### src/hw/rtl/lprp_pkg.sv
// Shared types, byte codes and the result bundle of the length-prefixed record parser.
package lprp_pkg;

  localparam int SIZE_WIDTH_DEF = 32;
  localparam int CSIZE_W        = 32;
  localparam int OUT_TDATA_W    = 56;

  localparam logic [7:0] BAR_CHAR   = 8'h7C;
  localparam logic [7:0] COMMA_CHAR = 8'h2C;
  localparam logic [7:0] DIGIT_LO   = 8'h30;
  localparam logic [7:0] DIGIT_HI   = 8'h39;
  localparam logic [7:0] DEC_BASE   = 8'd10;

  typedef enum logic [1:0] {
    KIND_FRAME   = 2'd0,
    KIND_NAME    = 2'd1,
    KIND_CONTENT = 2'd2
  } kind_t;

  typedef enum logic [1:0] {
    FLD_NAME = 2'd0,
    FLD_TYPE = 2'd1,
    FLD_SIZE = 2'd2
  } fld_t;

  typedef struct packed {
    kind_t                kind;
    logic [7:0]           data_byte;
    logic                 header_done;
    logic [7:0]           member_type;
    logic [CSIZE_W-1:0]   rec_size;
    logic                 size_overflow;
    logic                 record_done;
    logic                 record_discarded;
  } res_t;

endpackage

### src/hw/rtl/lprp_parser.sv
// Per-byte record parsing logic and the parser state registers.
module lprp_parser
  import lprp_pkg::*;
#(
  parameter int SIZE_WIDTH = SIZE_WIDTH_DEF
) (
  input  logic       clk,
  input  logic       rst_n,
  input  logic       step,
  input  logic [7:0] byte_value,
  input  logic       start_of_string,
  output res_t       result
);

  localparam logic [SIZE_WIDTH-1:0] SIZE_ZERO = '0;
  localparam logic [SIZE_WIDTH-1:0] SIZE_ONE  = SIZE_WIDTH'(1);
  localparam logic [SIZE_WIDTH-1:0] SIZE_MAX  = '1;

  fld_t                  field_r, field_nxt;
  logic [7:0]            type_r, type_nxt;
  logic [SIZE_WIDTH-1:0] size_r, size_nxt;
  logic                  sat_r, sat_nxt;
  logic [SIZE_WIDTH-1:0] remain_r, remain_nxt;
  logic                  partial_r, partial_nxt;

  fld_t                  fld_cur;
  logic [7:0]            type_cur;
  logic [SIZE_WIDTH-1:0] size_cur;
  logic                  sat_cur;
  logic [SIZE_WIDTH-1:0] remain_cur;
  logic                  partial_cur;
  logic [7:0]            digit_full;
  logic [3:0]            digit;
  logic                  is_digit;
  logic [SIZE_WIDTH+3:0] size_prod;
  logic [SIZE_WIDTH+31:0] size_ext;

  assign digit_full = byte_value - DIGIT_LO;
  assign digit      = digit_full[3:0];
  assign is_digit   = (byte_value >= DIGIT_LO) && (byte_value <= DIGIT_HI);

  always_comb begin
    // A start flag clears the state before this byte is looked at.
    fld_cur     = start_of_string ? FLD_NAME  : field_r;
    type_cur    = start_of_string ? 8'd0      : type_r;
    size_cur    = start_of_string ? SIZE_ZERO : size_r;
    sat_cur     = start_of_string ? 1'b0      : sat_r;
    remain_cur  = start_of_string ? SIZE_ZERO : remain_r;
    partial_cur = start_of_string ? 1'b0      : partial_r;

    // Ten times the size plus the digit, with four guard bits to see overflow.
    size_prod = ({4'd0, size_cur} << 3) + ({4'd0, size_cur} << 1)
              + {{SIZE_WIDTH{1'b0}}, digit};
    size_ext  = {{CSIZE_W{1'b0}}, size_cur};

    field_nxt   = fld_cur;
    type_nxt    = type_cur;
    size_nxt    = size_cur;
    sat_nxt     = sat_cur;
    remain_nxt  = remain_cur;
    partial_nxt = partial_cur;

    result = '0;
    result.kind = KIND_FRAME;

    priority if (remain_cur != SIZE_ZERO) begin
      // Content bytes pass through whatever their value.
      result.kind      = KIND_CONTENT;
      result.data_byte = byte_value;
      remain_nxt       = remain_cur - SIZE_ONE;
      result.record_done = (remain_cur == SIZE_ONE);
    end else if (byte_value == BAR_CHAR) begin
      result.record_discarded = partial_cur;
      field_nxt   = FLD_NAME;
      type_nxt    = 8'd0;
      size_nxt    = SIZE_ZERO;
      sat_nxt     = 1'b0;
      partial_nxt = 1'b0;
    end else if (byte_value == COMMA_CHAR) begin
      partial_nxt = 1'b1;
      unique case (fld_cur)
        FLD_NAME: field_nxt = FLD_TYPE;
        FLD_TYPE: field_nxt = FLD_SIZE;
        default: begin
          // Third comma: report the header and arm the content countdown.
          result.header_done   = 1'b1;
          result.member_type   = type_cur;
          result.rec_size      = size_ext[CSIZE_W-1:0];
          result.size_overflow = sat_cur;
          result.record_done   = (size_cur == SIZE_ZERO);
          remain_nxt  = size_cur;
          field_nxt   = FLD_NAME;
          type_nxt    = 8'd0;
          size_nxt    = SIZE_ZERO;
          sat_nxt     = 1'b0;
          partial_nxt = 1'b0;
        end
      endcase
    end else begin
      partial_nxt = 1'b1;
      if (fld_cur == FLD_NAME) begin
        result.kind      = KIND_NAME;
        result.data_byte = byte_value;
      end else if (is_digit) begin
        if (fld_cur == FLD_TYPE) begin
          type_nxt = type_cur * DEC_BASE + {4'd0, digit};
        end else if (size_prod[SIZE_WIDTH+3:SIZE_WIDTH] != 4'd0) begin
          size_nxt = SIZE_MAX;
          sat_nxt  = 1'b1;
        end else begin
          size_nxt = size_prod[SIZE_WIDTH-1:0];
        end
      end
    end
  end

  always_ff @(posedge clk) begin
    if (!rst_n) begin
      field_r   <= FLD_NAME;
      type_r    <= 8'd0;
      size_r    <= SIZE_ZERO;
      sat_r     <= 1'b0;
      remain_r  <= SIZE_ZERO;
      partial_r <= 1'b0;
    end else if (step) begin
      field_r   <= field_nxt;
      type_r    <= type_nxt;
      size_r    <= size_nxt;
      sat_r     <= sat_nxt;
      remain_r  <= remain_nxt;
      partial_r <= partial_nxt;
    end
  end

endmodule

### src/hw/rtl/length_prefixed_record_parser_top.sv
// Top level of the length-prefixed record parser: input stage, parser and result register.
//
// Channel | Direction | Ports                        | Contents
// in_     | slave     | tvalid, tready, tdata, tuser | one byte of the serialised string
// out_    | master    | tvalid, tready, tdata, tuser, tlast | one parse result per byte
//
// Every accepted byte yields exactly one result transaction, via the input register and then
// the result register. The parser state is updated on each parsed byte, so a byte can be
// accepted on every clock while the output is not stalled; the limit is the state update loop.
// Reset (rst_n low, synchronous) empties both register stages and clears the parser state.
// When out_tready is low the result register holds, the input register fills, and
// in_tready then drops until the result transaction completes.
module length_prefixed_record_parser_top
  import lprp_pkg::*;
#(
  parameter int SIZE_WIDTH = SIZE_WIDTH_DEF
) (
  input  logic                   clk,
  input  logic                   rst_n,
  input  logic                   in_tvalid,
  output logic                   in_tready,
  input  logic [7:0]             in_tdata,   // [7:0] byte_value
  input  logic                   in_tuser,   // [0] start_of_string
  output logic                   out_tvalid,
  input  logic                   out_tready,
  output logic [OUT_TDATA_W-1:0] out_tdata,  // [7:0] data_byte, [8] header_done,
                                             // [16:9] member_type, [48:17] rec_size,
                                             // [49] size_overflow, [50] record_discarded,
                                             // [55:51] zero
  output logic [1:0]             out_tuser,  // [1:0] kind
  output logic                   out_tlast   // record_done
);

  // Input stage: holds one accepted byte until the parser can take it.
  logic       in_valid_r;
  logic [7:0] in_byte_r;
  logic       in_sos_r;

  // Result stage.
  logic       out_valid_r;
  res_t       out_res_r;

  logic       fire;
  res_t       step_res;

  // A byte is parsed when it sits in the input stage and the result register is free.
  assign fire      = in_valid_r && (!out_valid_r || out_tready);
  assign in_tready = !in_valid_r || fire;

  always_ff @(posedge clk) begin
    if (!rst_n) begin
      in_valid_r <= 1'b0;
    end else if (in_tready) begin
      in_valid_r <= in_tvalid;
    end
  end

  always_ff @(posedge clk) begin
    if (in_tvalid && in_tready) begin
      in_byte_r <= in_tdata;
      in_sos_r  <= in_tuser;
    end
  end

  lprp_parser #(
    .SIZE_WIDTH (SIZE_WIDTH)
  ) u_parser (
    .clk             (clk),
    .rst_n           (rst_n),
    .step            (fire),
    .byte_value      (in_byte_r),
    .start_of_string (in_sos_r),
    .result          (step_res)
  );

  always_ff @(posedge clk) begin
    if (!rst_n) begin
      out_valid_r <= 1'b0;
    end else if (fire) begin
      out_valid_r <= 1'b1;
    end else if (out_tready) begin
      out_valid_r <= 1'b0;
    end
  end

  always_ff @(posedge clk) begin
    if (fire) begin
      out_res_r <= step_res;
    end
  end

  assign out_tvalid = out_valid_r;
  assign out_tuser  = out_res_r.kind;
  assign out_tlast  = out_res_r.record_done;
  assign out_tdata  = {5'd0,
                       out_res_r.record_discarded,
                       out_res_r.size_overflow,
                       out_res_r.rec_size,
                       out_res_r.member_type,
                       out_res_r.header_done,
                       out_res_r.data_byte};

  // A header is only ever reported on a framing comma, never on a passed-through byte.
  assert property (@(posedge clk) disable iff (!rst_n)
    out_tvalid && out_tdata[8] |-> out_tuser == KIND_FRAME)
    else $error("header reported on a name or content byte");

  // A dropped record is flagged only on a bar, which never also completes a record.
  assert property (@(posedge clk) disable iff (!rst_n)
    out_tvalid && out_tdata[50] |-> out_tuser == KIND_FRAME && !out_tlast && !out_tdata[8])
    else $error("discard flag combined with another event");

  // Name bytes never end a record.
  assert property (@(posedge clk) disable iff (!rst_n)
    out_tvalid && out_tuser == KIND_NAME |-> !out_tlast)
    else $error("record ended on a name byte");

  // Every parsed byte lands in the result register on the next edge.
  assert property (@(posedge clk) disable iff (!rst_n)
    fire |=> out_tvalid)
    else $error("parsed byte produced no result");

endmodule
### config.mk
export PLATFORM = sky130hd
export DESIGN_NAME = length_prefixed_record_parser_top
export DESIGN_NICKNAME = d
export VERILOG_FILES = /design/src/hw/rtl/lprp_pkg.sv /design/src/hw/rtl/lprp_parser.sv /design/src/hw/rtl/length_prefixed_record_parser_top.sv
export SDC_FILE = /design/constraint.sdc
export NUM_CORES = 1
export LEC_CHECK = 0
export BUFFER_PORTS_ARGS = -buffer_cell sky130_fd_sc_hd__buf_2
export CORE_AREA = 2 2 137 139
export DETAILED_ROUTE_END_ITERATION = 6
export DIE_AREA = 0 0 139 141
export PLACE_DENSITY = 0.75
export SLEW_MARGIN = 20
export SYNTH_ARGS = -nofsm -noshare
export SYNTH_HDL_FRONTEND = slang
export SYNTH_HIERARCHICAL = 1
export SYNTH_SLANG_ARGS = --single-unit
### constraint.sdc
create_clock -name clk -period 5.61 [get_ports clk]
set_clock_uncertainty 0.1 [all_clocks]
set_input_delay 1.122 -clock clk [delete_from_list [all_inputs] [get_ports clk]]
set_output_delay 1.122 -clock clk [all_outputs]
set_load 0.1 [all_outputs]
==> results of run 1 <==
Yosys cell counts, types with 10 or more instances:
library cell    n  area, µm²
a211oi_1       20      150.1
a21o_1         20      150.1
a21oi_1       108      540.5
a22oi_1        16      120.1
a311oi_1       16      140.1
a31oi_1        14      87.58
and2_1         56      350.3
clkbuf_1       60      225.2
dfxtp_1        78       1562
edfxtp_1       63       1892
ha_1           75      938.4
inv_1          20      75.07
nand2_1       103      386.6
nand3_1        29      145.1
nand4_1        11      68.82
nor2_1        101      379.1
nor2b_1        36      225.2
nor3_1         48      240.2
nor4_1         17      106.4
o211ai_1       13      97.59
o21ai_0        69      345.3
o22ai_1        18      112.6
o31ai_1        19      142.6
or3_1          10      62.56
xnor2_1        21      183.9
xor2_1         18      157.7
worst max-delay path by stage:
| stage | start | end | cells past startpoint |
|---|---|---|---|
| floorplan | in_sos_r | u_parser/size_r[26] | 18 |
| global placement | in_sos_r | u_parser/size_r[27] | 15 |
| detailed placement | in_sos_r | u_parser/size_r[27] | 15 |
| CTS | in_sos_r | u_parser/size_r[27] | 15 |
| global route | in_sos_r | u_parser/size_r[27] | 14 |
| finish | in_sos_r | u_parser/size_r[15] | 15 |
cell families after synthesis:
logic type               Yosys count  share of synthesized area [%]
other                              1                        0.03755
XOR/XNOR                          39                          3.420
AO/OA/AOI/OAI                    380                          24.53
buffers and inverters            100                          4.021
multiplexers                       3                         0.3257
AND/OR/NAND/NOR                  452                          23.09
adder cells (fa/ha/maj)           78                          9.998
flip-flops                       141                          34.58
final cells by class:
class                   count  area (µm²)  area share (%)
multi-input cells         957        6162           55.45
clock inverters            13       167.7           1.509
clock buffers              19       432.9           3.896
repair buffers             90       518.0           4.661
well taps                 234       292.8           2.635
inverters                  23       86.33          0.7768
flip-flops and latches    141        3453           31.07
flip-flops by register name, indices dropped and copies added (netlist names):
name,flops
u_parser/remain_r,32
in_valid_r,1
out_tvalid,1
out_tdata,51
u_parser/size_r,32
out_tuser,2
u_parser/field_r,2
in_sos_r,1
u_parser/sat_r,1
u_parser/partial_r,1
out_tlast,1
in_byte_r,8
u_parser/type_r,8
per-layer routing:
layer | vias to the layer above | share of wire, %
met5 | - | 0
met3 | 56 | 8.8
li1 | 4521 | -
met1 | 4444 | 43
met4 | 0 | 2.5
met2 | 488 | 46
per-stage QoR:
| stage | total power [W] | util, % | cell area [µm²] | hold slack (ns) |
|---|---|---|---|---|
| 5_1_grt | 0.003051 | 60.84 | 11110 | 0.4063 |
| 2_1_floorplan | 0.001655 | - | 10000 | 0.3455 |
| 3_3_place_gp | 0.001792 | 57.55 | 10510 | 0.3709 |
| 6_report | 0.002947 | 60.84 | 11110 | 0.3941 |
| 3_5_place_dp | 0.001799 | 57.55 | 10510 | 0.3820 |
| 4_1_cts | 0.002939 | 60.84 | 11110 | 0.3916 |
worst max-delay path, stage by stage (launching register included):
cell and delay, ns:
edfxtp_1 0.50, nor2b_1 0.36, xor2_1 0.19, ha_1 0.26, ha_1 0.31, a211o_1 0.33
a211oi_1 0.41, o41ai_1 0.15, buf_4 0.17, a2111o_1 0.35, a32o_1 0.22, o211ai_1 0.09
a21o_1 0.15, buf_4 0.26, nor2_1 0.15, o31ai_1 0.30
power by group:
group | leakage (nW) | total (W) | internal (W) | switching (W)
combinational | 3.06 | 0.000626 | 0.000173 | 0.000453
sequential | 1.22 | 0.00117 | 0.00112 | 0.0000463
clock | 0.288 | 0.00115 | 0.000702 | 0.000452
total | 4.57 | 0.00295 | 0.00200 | 0.000950
==> impl_metrics.csv, run 1 <==
group,metric,value,unit
global_routing,overflow,0,
die,num_rows,50,
final_layout,instances_no_fill,1477,
detailed_routing,vias,9509,
clock_tree,h-tree-depth,4,
clock_tree,cts_made_buffers,17,
die,die_y,141,µm
run,drv_cap,0,
pwr,p_per_area,265.2,nW/µm²
setup_path,ff2ff_path_depth,15,
clock_tree,clkSinkCount,141,
timing,fin_setup_tns,0,ns
clock_tree,clockBufferDepth,2,
logic_synthesis,syn_area_per_cell,8.364,µm²
clock_tree,root_buffer,"clkbuf_16",
hold_path,min-delay-start,"u_parser/remain_r[14]",
timing,setup_viol,0,
detailed_routing,post_drt_via_cell_ratio,6.438,
run_status,status,"complete, no violations",
logic_synthesis,syn-cell-area,9987,µm²
final_layout,fin_nets,1321,
timing,fmax,0.2270,GHz
setup_path,worstPathArrival,4.64,ns
detailed_routing,routed_wl,28.31,mm
timing,worstMarginPinSlew,0.9716,ns
timing,hold_viol_final,0,
clock_tree,cts_tree,"yes",
setup_path,critPathRequiredTime,5.84,ns
setup_path,critical_path_class,"reg -> reg",
global_routing,grt_pass1_wl,44.97,mm
setup_path,rrSetupSlack,1.20,ns
logic_synthesis,yosys_warnings,6,
clock_tree,cts_setup_buffers,0,
logic_synthesis,synth_seq_area_share,34.58,%
setup_path,start_kind,"flip-flop",
logic_synthesis,syn_inst,1194,
timing,drv_slew,0,
global_routing,grtUsageTotal,28.13,%
timing,post-route-min-period,4.406,ns
global_routing,grt_max_degree,74,
die,dieArea,19600,µm²
global_routing,grt_use_met1,38.62,%
pwr,ir_worst_vdd,252.0,µV
setup_path,cp-end-kind,"flip-flop",
detailed_routing,first_pass_iters,6,
global_routing,busiest_layer,"met2",
final_layout,layout-drive-gt1-share,11.18,%
timing,period_share,78.53,%
final_layout,final_common_cell,"a21oi_1",
setup_path,r2r-start,"in_sos_r",
clock_tree,clk_latency,0.43,ns
global_routing,grt_antenna_before_repair,0,
final_layout,layout_common_cells,"a21oi_1, nand2_1, nor2_1",
hold_path,whs_endpoint,"u_parser/remain_r[14]",
logic_synthesis,postSynth.asyncResetShare,0,%
timing,slew_headroom,34.73,%
placed_design,place_inst,1445,
final_layout,synthToLayoutAreaGrowth,11.28,%
detailed_routing,wl_per_cell,19.17,µm
logic_synthesis,synth_edf_count,63,
detailed_routing,dr.first_iter.drc_count,1206,
die,ios,74,
detailed_routing,drc_errors,0,
detailed_routing,ant_nets,0,
placed_design,place_congestion,0.9238,
final_layout,n_fill_cell,1609,
placed_design,port_buffers,68,
global_routing,grt_use_met2,45.06,%
setup_path,r2r-end,"u_parser/size_r[15]",
placed_design,hpwl,20.19,mm
clock_tree,path_clk_slew,0.06,ns
timing,setup_slack,1.204,ns
global_routing,met3_usage,4.450,%
clock_tree,cts_hold_buffers,0,
clock_tree,cts_resized,0,
setup_path,cp_max_fo,22,
global_routing,grt_pass1_vias,8661,
hold_path,hold_depth,2,
die,initial_core_util,54.67,%
logic_synthesis,yosysUniqueCellTypes,77,
hold_path,min_path_type,"reg -> reg",
die,core,18270,µm²
final_layout,n_antenna_cell,0,
die,die_w,139,µm
logic_synthesis,synth_seq_cells,141,
placed_design,dp_slack,1.303,ns
logic_synthesis,ys.flop_type,"dfxtp_1",
timing,rsz0062_at_grt,"false",
pwr,p_leak,4.573,nW
Note: power is estimated with default switching activity, not from simulation.
==> run 2: changes to the inputs <==
==> constraint.sdc (replaced) <==
create_clock -name clk -period 3.9 [get_ports clk]
set_clock_uncertainty 0.1 [all_clocks]
set_input_delay 0.78 -clock clk [delete_from_list [all_inputs] [get_ports clk]]
set_output_delay 0.78 -clock clk [all_outputs]
set_load 0.1 [all_outputs]
==> run 2 against run 1 <==
  * The run now ends with DRC, setup timing left
  * Cell count increased by 7.7%
  * Maximum frequency grew 13%
  * Clock power is 64% higher
  * Combinational power increased by 58%
  * Critical path depth is the same
  * Register-to-register slack worse by 1.2 ns
  * Sequential share of layout area down 4.0 points
  * Global-route usage up 3.4 points
  * Non-clock buffer count increased by 113
  * Worst hold slack got worse by 0.0076 ns
  * Die area is the same
  * Highest routed layer unchanged
==> impl_metrics.csv, run 2 (synthesis results as in run 1) <==
group,metric,value,unit
placed_design,place_area,11280,µm²
timing,worstMarginPinSlew,0.8729,ns
global_routing,grt_antenna_before_repair,1,
pwr,p_leak,5.286,nW
pwr,p_int,0.003114,W
setup_path,worstPathArrival,4.11,ns
detailed_routing,maxUsedRoutingLayer,"met4",
final_layout,synthToLayoutAreaGrowth,27.71,%
timing,drv_slew,0,
clock_tree,clk_latency,0.43,ns
global_routing,grt_pass1_vias,9689,
detailed_routing,wl_per_cell,20.68,µm
clock_tree,cts_hold_buffers,0,
detailed_routing,ant_nets,0,
detailed_routing,dr.first_iter.drc_count,1265,
setup_path,crit_chain,"buf_4 -> buf_6 -> nor2b_2 -> ha_1 -> ha_1 -> a21o_1 -> a211oi_4 -> o41ai_4 -> a2111o_1 -> a32o_1 -> o211ai_1 -> a21o_4 -> clkbuf_16 -> nor4_1 -> o41ai_1",
final_layout,largest_reg_flops,51,
placed_design,port_buffers,68,
clock_tree,clockBufferDepth,2,
timing,setup_slack,-0.008497,ns
timing,hold_ws,0.3865,ns
setup_path,start_kind,"flip-flop",
timing,fmax,0.2559,GHz
detailed_routing,routed_wl,32.91,mm
die,core,18270,µm²
pwr,p_per_area,357.5,nW/µm²
setup_path,critPathRequiredTime,4.11,ns
global_routing,grtUsageTotal,31.52,%
setup_path,critical_path_class,"reg -> reg",
pwr,sw_frac_of_total,31.71,%
global_routing,overflow,0,
setup_path,crit_cells,15,
global_routing,grt_max_degree,70,
timing,setup_viol,1,
timing,post-route-min-period,3.908,ns
final_layout,layout-drive-gt1-share,25.20,%
detailed_routing,drc_errors,17,
timing,slew_headroom,41.41,%
detailed_routing,first_pass_iters,7,
final_layout,fin_nets,1435,
setup_path,crit_path_frequent_cell,"ha_1",
placed_design,dp_slack,-0.1332,ns
die,die_y,141,µm
pwr,power_switching,0.001446,W
clock_tree,cts_made_buffers,17,
placed_design,place_congestion,0.9546,
final_layout,final_area,12750,µm²
detailed_routing,wl_met2,15.16,mm
setup_path,cp.buffers_inverters,3,
setup_path,critical-path-top-delay-family,"compound AO/OA/AOI/OAI gates",
timing,hold_viol_final,0,
setup_path,slowest_delay,0.46,ns
final_layout,layout_common_cells,"buf_4, nand2_1, a21oi_1",
clock_tree,path_clk_slew,0.06,ns
run,drv_cap,0,
timing,period_share,100.2,%
setup_path,cp-end-kind,"flip-flop",
detailed_routing,vias,10428,
clock_tree,h-tree-depth,4,
setup_path,slowest_stage,"edfxtp_1",
clock_tree,clkSinkCount,141,
clock_tree,root_buffer,"clkbuf_16",
clock_tree,cts_tree,"yes",
hold_path,hold_depth,2,
placed_design,hpwl,21.98,mm
run_status,violations,"DRC, setup timing",
pwr,pwr-share-seq,36.8,%
die,dieArea,19600,µm²
setup_path,cp_max_fo,8,
setup_path,ff2ff_path_depth,15,
die,initial_core_util,54.67,%
die,die_w,139,µm
die,num_rows,50,
global_routing,grt_pass1_wl,50.08,mm
timing,rsz0062_at_grt,"true",
hold_path,min_path_type,"reg -> reg",
detailed_routing,wl_met1,12.82,mm
die,ios,74,
detailed_routing,post_drt_via_cell_ratio,6.554,
final_layout,n_antenna_cell,0,
detailed_routing,dr_wl_met3,3.631,mm
pwr,pwr-share-clk,41.5,%
run_status,status,"finished with violations",
final_layout,n_fill_cell,1323,
final_layout,final_common_cell,"buf_4",
pwr,comb_power_share,21.6,%
pwr,ir_worst_vdd,444.4,µV
==> run 2: changes by cell type in the layout (fill, tap and decap cells not counted), moves of 6 or more <==
| cell | change |
|---|---|
| a21oi_1 | -11 |
| a21oi_2 | +9 |
| buf_4 | +99 |
| buf_6 | +7 |
| ha_1 | -20 |
| ha_2 | +6 |
| ha_4 | +14 |
| nor2_1 | -7 |
| nor2b_1 | -20 |
| nor2b_2 | +12 |
| nor2b_4 | +8 |
==> run 2: path summary, 6_finish.rpt <==
path                                              end             startpoint  slack, ns
worst max-delay path               u_parser/size_r[2]               in_sos_r     -0.008
worst min-delay path            u_parser/remain_r[30]  u_parser/remain_r[30]       0.39
worst min register to register  u_parser/remain_r[30]  u_parser/remain_r[30]       0.39
worst max register to register     u_parser/size_r[2]               in_sos_r     -0.008
==> run 2: repair_timing <==
item | in CTS | in global routing
resized for setup | 14 | 104
cloned | 0 | 6
setup endpoints to repair | 22 | 48
buffers inserted | 2 | 12
pin swaps | 4 | 26
==> run 2: metal layers <==
metal  global-route usage [%]  up-vias
met4                    14.14        0
met5                        0        -
met3                    7.405      116
met1                    41.68     4844
met2                    49.42      703
li1                         -     4765
==> run 2: final cells by class <==
| type | instances | area [µm²] | share of cell area [%] |
|---|---|---|---|
| sequential | 141 | 3453 | 27.07 |
| inverter | 23 | 91.34 | 0.7161 |
| multi-input combinational | 957 | 6733 | 52.79 |
| timing repair buffer | 203 | 1500 | 11.76 |
| timing repair inverter | 1 | 5.005 | 0.03924 |
| clock inverter | 14 | 250.2 | 1.962 |
| clock buffer | 18 | 429.2 | 3.365 |
| tap | 234 | 292.8 | 2.295 |
==> run 2: power by group through the flow <==
| stage | clock (W) | sequential (W) | combinational, W |
|---|---|---|---|
| global route | 0.00197 | 0.00169 | 0.00105 |
| global placement | 0 | 0.00170 | 0.000887 |
| finish | 0.00189 | 0.00168 | 0.000986 |
| detailed placement | 0 | 0.00171 | 0.000902 |
| CTS | 0.00190 | 0.00168 | 0.000914 |
| floorplan | 0 | 0.00187 | 0.000512 |
==> run 2: tightest hold or removal path: stages, from the launching register on <==
cell	delay, ns
dfxtp_1	0.32
nand2_1	0.06
a21oi_1	0.05
==> run 2: through the flow <==
stage	util, %	setup TNS, ns	power (W)	std cells
floorplan	-	-0.05780	0.002383	1198
global placement	61.73	-0.001031	0.002591	1539
detailed placement	61.73	-0.9585	0.002609	1539
CTS	65.83	0	0.004488	1573
global route	69.82	-1.407	0.004710	1591
finish	69.82	-0.008497	0.004560	1591
==> run 3: changes to the inputs <==
--- a/config.mk
+++ b/config.mk
@@ -10,6 +10,7 @@
 export DETAILED_ROUTE_END_ITERATION = 6
 export DIE_AREA = 0 0 139 141
 export PLACE_DENSITY = 0.75
+export RECOVER_POWER = 25
 export SLEW_MARGIN = 20
 export SYNTH_ARGS = -nofsm -noshare
 export SYNTH_HDL_FRONTEND = slang
==> run 3 against run 2 <==
  * Non-clock buffer count unchanged
  * Die area unchanged
  * First-iteration DRC count up 3.4%
  * Sequential share of layout area about the same
  * Register-to-register slack better by 0.03 ns
  * Critical path type unchanged
  * Clock power about the same
  * The flow finishes with violations (capacitance limit, slew limit)
  * Maximum frequency up 0.67%
  * Clock-buffer cell count unchanged
  * Worst hold slack about the same
  * Global-route usage unchanged
==> impl_metrics.csv, run 3 (synthesis results as in run 1) <==
group,metric,value,unit
timing,slew_headroom,-2.213,%
setup_path,cp-end-kind,"flip-flop",
hold_path,min-delay-start,"u_parser/remain_r[30]",
placed_design,place_inst,1539,
run_status,violations,"capacitance limit, slew limit",
detailed_routing,wl_per_cell,20.78,µm
setup_path,r2r-end,"u_parser/size_r[4]",
setup_path,rrSetupSlack,0.02,ns
global_routing,grt_max_degree,70,
detailed_routing,drc_errors,0,
detailed_routing,dr.first_iter.drc_count,1308,
placed_design,place_area,11280,µm²
hold_path,min_path_type,"reg -> reg",
clock_tree,clkSinkCount,141,
final_layout,largest_reg_flops,51,
final_layout,final_common_cell,"buf_4",
detailed_routing,ant_nets,0,
timing,post-route-min-period,3.883,ns
timing,worstMarginPinSlew,1.533,ns
final_layout,synthToLayoutAreaGrowth,27.61,%
placed_design,hpwl,21.98,mm
clock_tree,cts_tree,"yes",
die,die_w,139,µm
setup_path,critical_path_class,"reg -> reg",
die,core,18270,µm²
global_routing,grt_antenna_before_repair,1,
timing,fmax,0.2576,GHz
placed_design,port_buffers,68,
pwr,p_per_area,358.3,nW/µm²
die,num_rows,50,
setup_path,ff2ff_path_depth,16,
clock_tree,cts_hold_buffers,0,
final_layout,layout-drive-gt1-share,25.13,%
global_routing,grtUsageTotal,31.52,%
die,initial_core_util,54.67,%
setup_path,start_kind,"flip-flop",
clock_tree,root_buffer,"clkbuf_16",
final_layout,final_area,12740,µm²
final_layout,fin_nets,1435,
setup_path,worstPathArrival,4.08,ns
timing,setup_viol,0,
pwr,ir_worst_vdd,444.0,µV
detailed_routing,routed_wl,33.07,mm
hold_path,whs_endpoint,"u_parser/remain_r[30]",
placed_design,place_congestion,0.9546,
final_layout,n_antenna_cell,0,
global_routing,grt_pass1_vias,9689,
timing,rsz0062_at_grt,"true",
final_layout,layout_common_cells,"buf_4, nand2_1, a21oi_1",
die,dieArea,19600,µm²
timing,hold_viol_final,0,
setup_path,critPathRequiredTime,4.09,ns
timing,period_share,99.55,%
run,drv_cap,1,
die,ios,74,
clock_tree,cts_made_buffers,17,
die,die_y,141,µm
detailed_routing,vias,10488,
setup_path,r2r-start,"in_sos_r",
clock_tree,h-tree-depth,4,
pwr,p_leak,5.283,nW
timing,drv_slew,70,
final_layout,instances_no_fill,1591,
run_status,status,"finished with violations",
clock_tree,path_clk_slew,0.06,ns
pwr,p_total,0.004566,W
detailed_routing,first_pass_iters,6,
timing,hold_ws,0.3867,ns
global_routing,grt_pass1_wl,50.08,mm
global_routing,overflow,0,
detailed_routing,post_drt_via_cell_ratio,6.592,
clock_tree,clk_latency,0.43,ns
hold_path,hold_depth,2,
setup_path,cp_max_fo,14,
clock_tree,clockBufferDepth,2,
[run 3: cell count changes in the layout (fill, tap and decap cells not counted), sizes merged]
cell / change
buf: -1
clkbuf: +1
[run 3: power by group]
| part | leakage (nW) | internal [W] | switching [W] |
|---|---|---|---|
| Combinational | 3.73 | 0.000285 | 0.000701 |
| Sequential | 1.22 | 0.00161 | 0.0000660 |
| Clock | 0.331 | 0.00122 | 0.000685 |
| Total | 5.28 | 0.00311 | 0.00145 |
[run 3: per-layer routing]
metal  GRT usage (%)  routed length [µm]  up-vias
met1           41.68               12850     4860
met3           7.405                3669      143
li1                -                   -     4755
met2           49.42               15080      730
met4           14.14                1472        0
met5               0                   0        -
[run 3: final cells by class]
cell class | count | area (µm²)
inverters | 23 | 91.34
multi-input cells | 957 | 6725
clock inverters | 14 | 250.2
repair inverters | 1 | 5.005
repair buffers | 203 | 1498
well taps | 234 | 292.8
fillers | 1325 | 5523
flip-flops and latches | 141 | 3453
clock buffers | 18 | 429.2
[run 3: per-stage QoR]
step                setup TNS (ns)  util, %  setup slack (ns)
detailed placement         -0.9585    61.73           -0.1332
finish                           0    69.77           0.01742
global route                -1.463    69.77           -0.1278
CTS                              0    65.83          0.003168
floorplan                 -0.05780        -          -0.01927
global placement         -0.001031    61.73         -0.001031
[run 3: what timing repair did]
item,in CTS,in global routing
gates cloned,0,6
resized for setup,14,104
setup endpoints to repair,22,48
buffers inserted,2,12
pin swaps,4,26
[run 3: how the worst max path moves through the flow]
stage | start | depth (start not counted) | slack [ns] | to
4_1_cts | in_sos_r | 14 | 0.003 | u_parser/size_r[26]
5_1_grt | in_sos_r | 17 | -0.13 | u_parser/size_r[31]
6_report | in_sos_r | 16 | 0.02 | u_parser/size_r[4]
3_3_place_gp | in_sos_r | 14 | -0.001 | u_parser/size_r[26]
3_5_place_dp | in_sos_r | 14 | -0.13 | u_parser/size_r[3]
2_1_floorplan | in_sos_r | 18 | -0.02 | u_parser/size_r[14]
[run 3: worst max-delay path: stages (launching register included)]
cell	delay, ns
edfxtp_1	0.46
buf_4	0.19
buf_6	0.11
clkbuf_16	0.18
nor2b_4	0.18
ha_1	0.28
ha_4	0.31
nand4_1	0.15
nor3_1	0.33
nand2_1	0.15
a21oi_2	0.21
o31a_1	0.16
o211ai_1	0.11
a21o_4	0.25
buf_12	0.16
nor4_2	0.24
a211oi_1	0.16
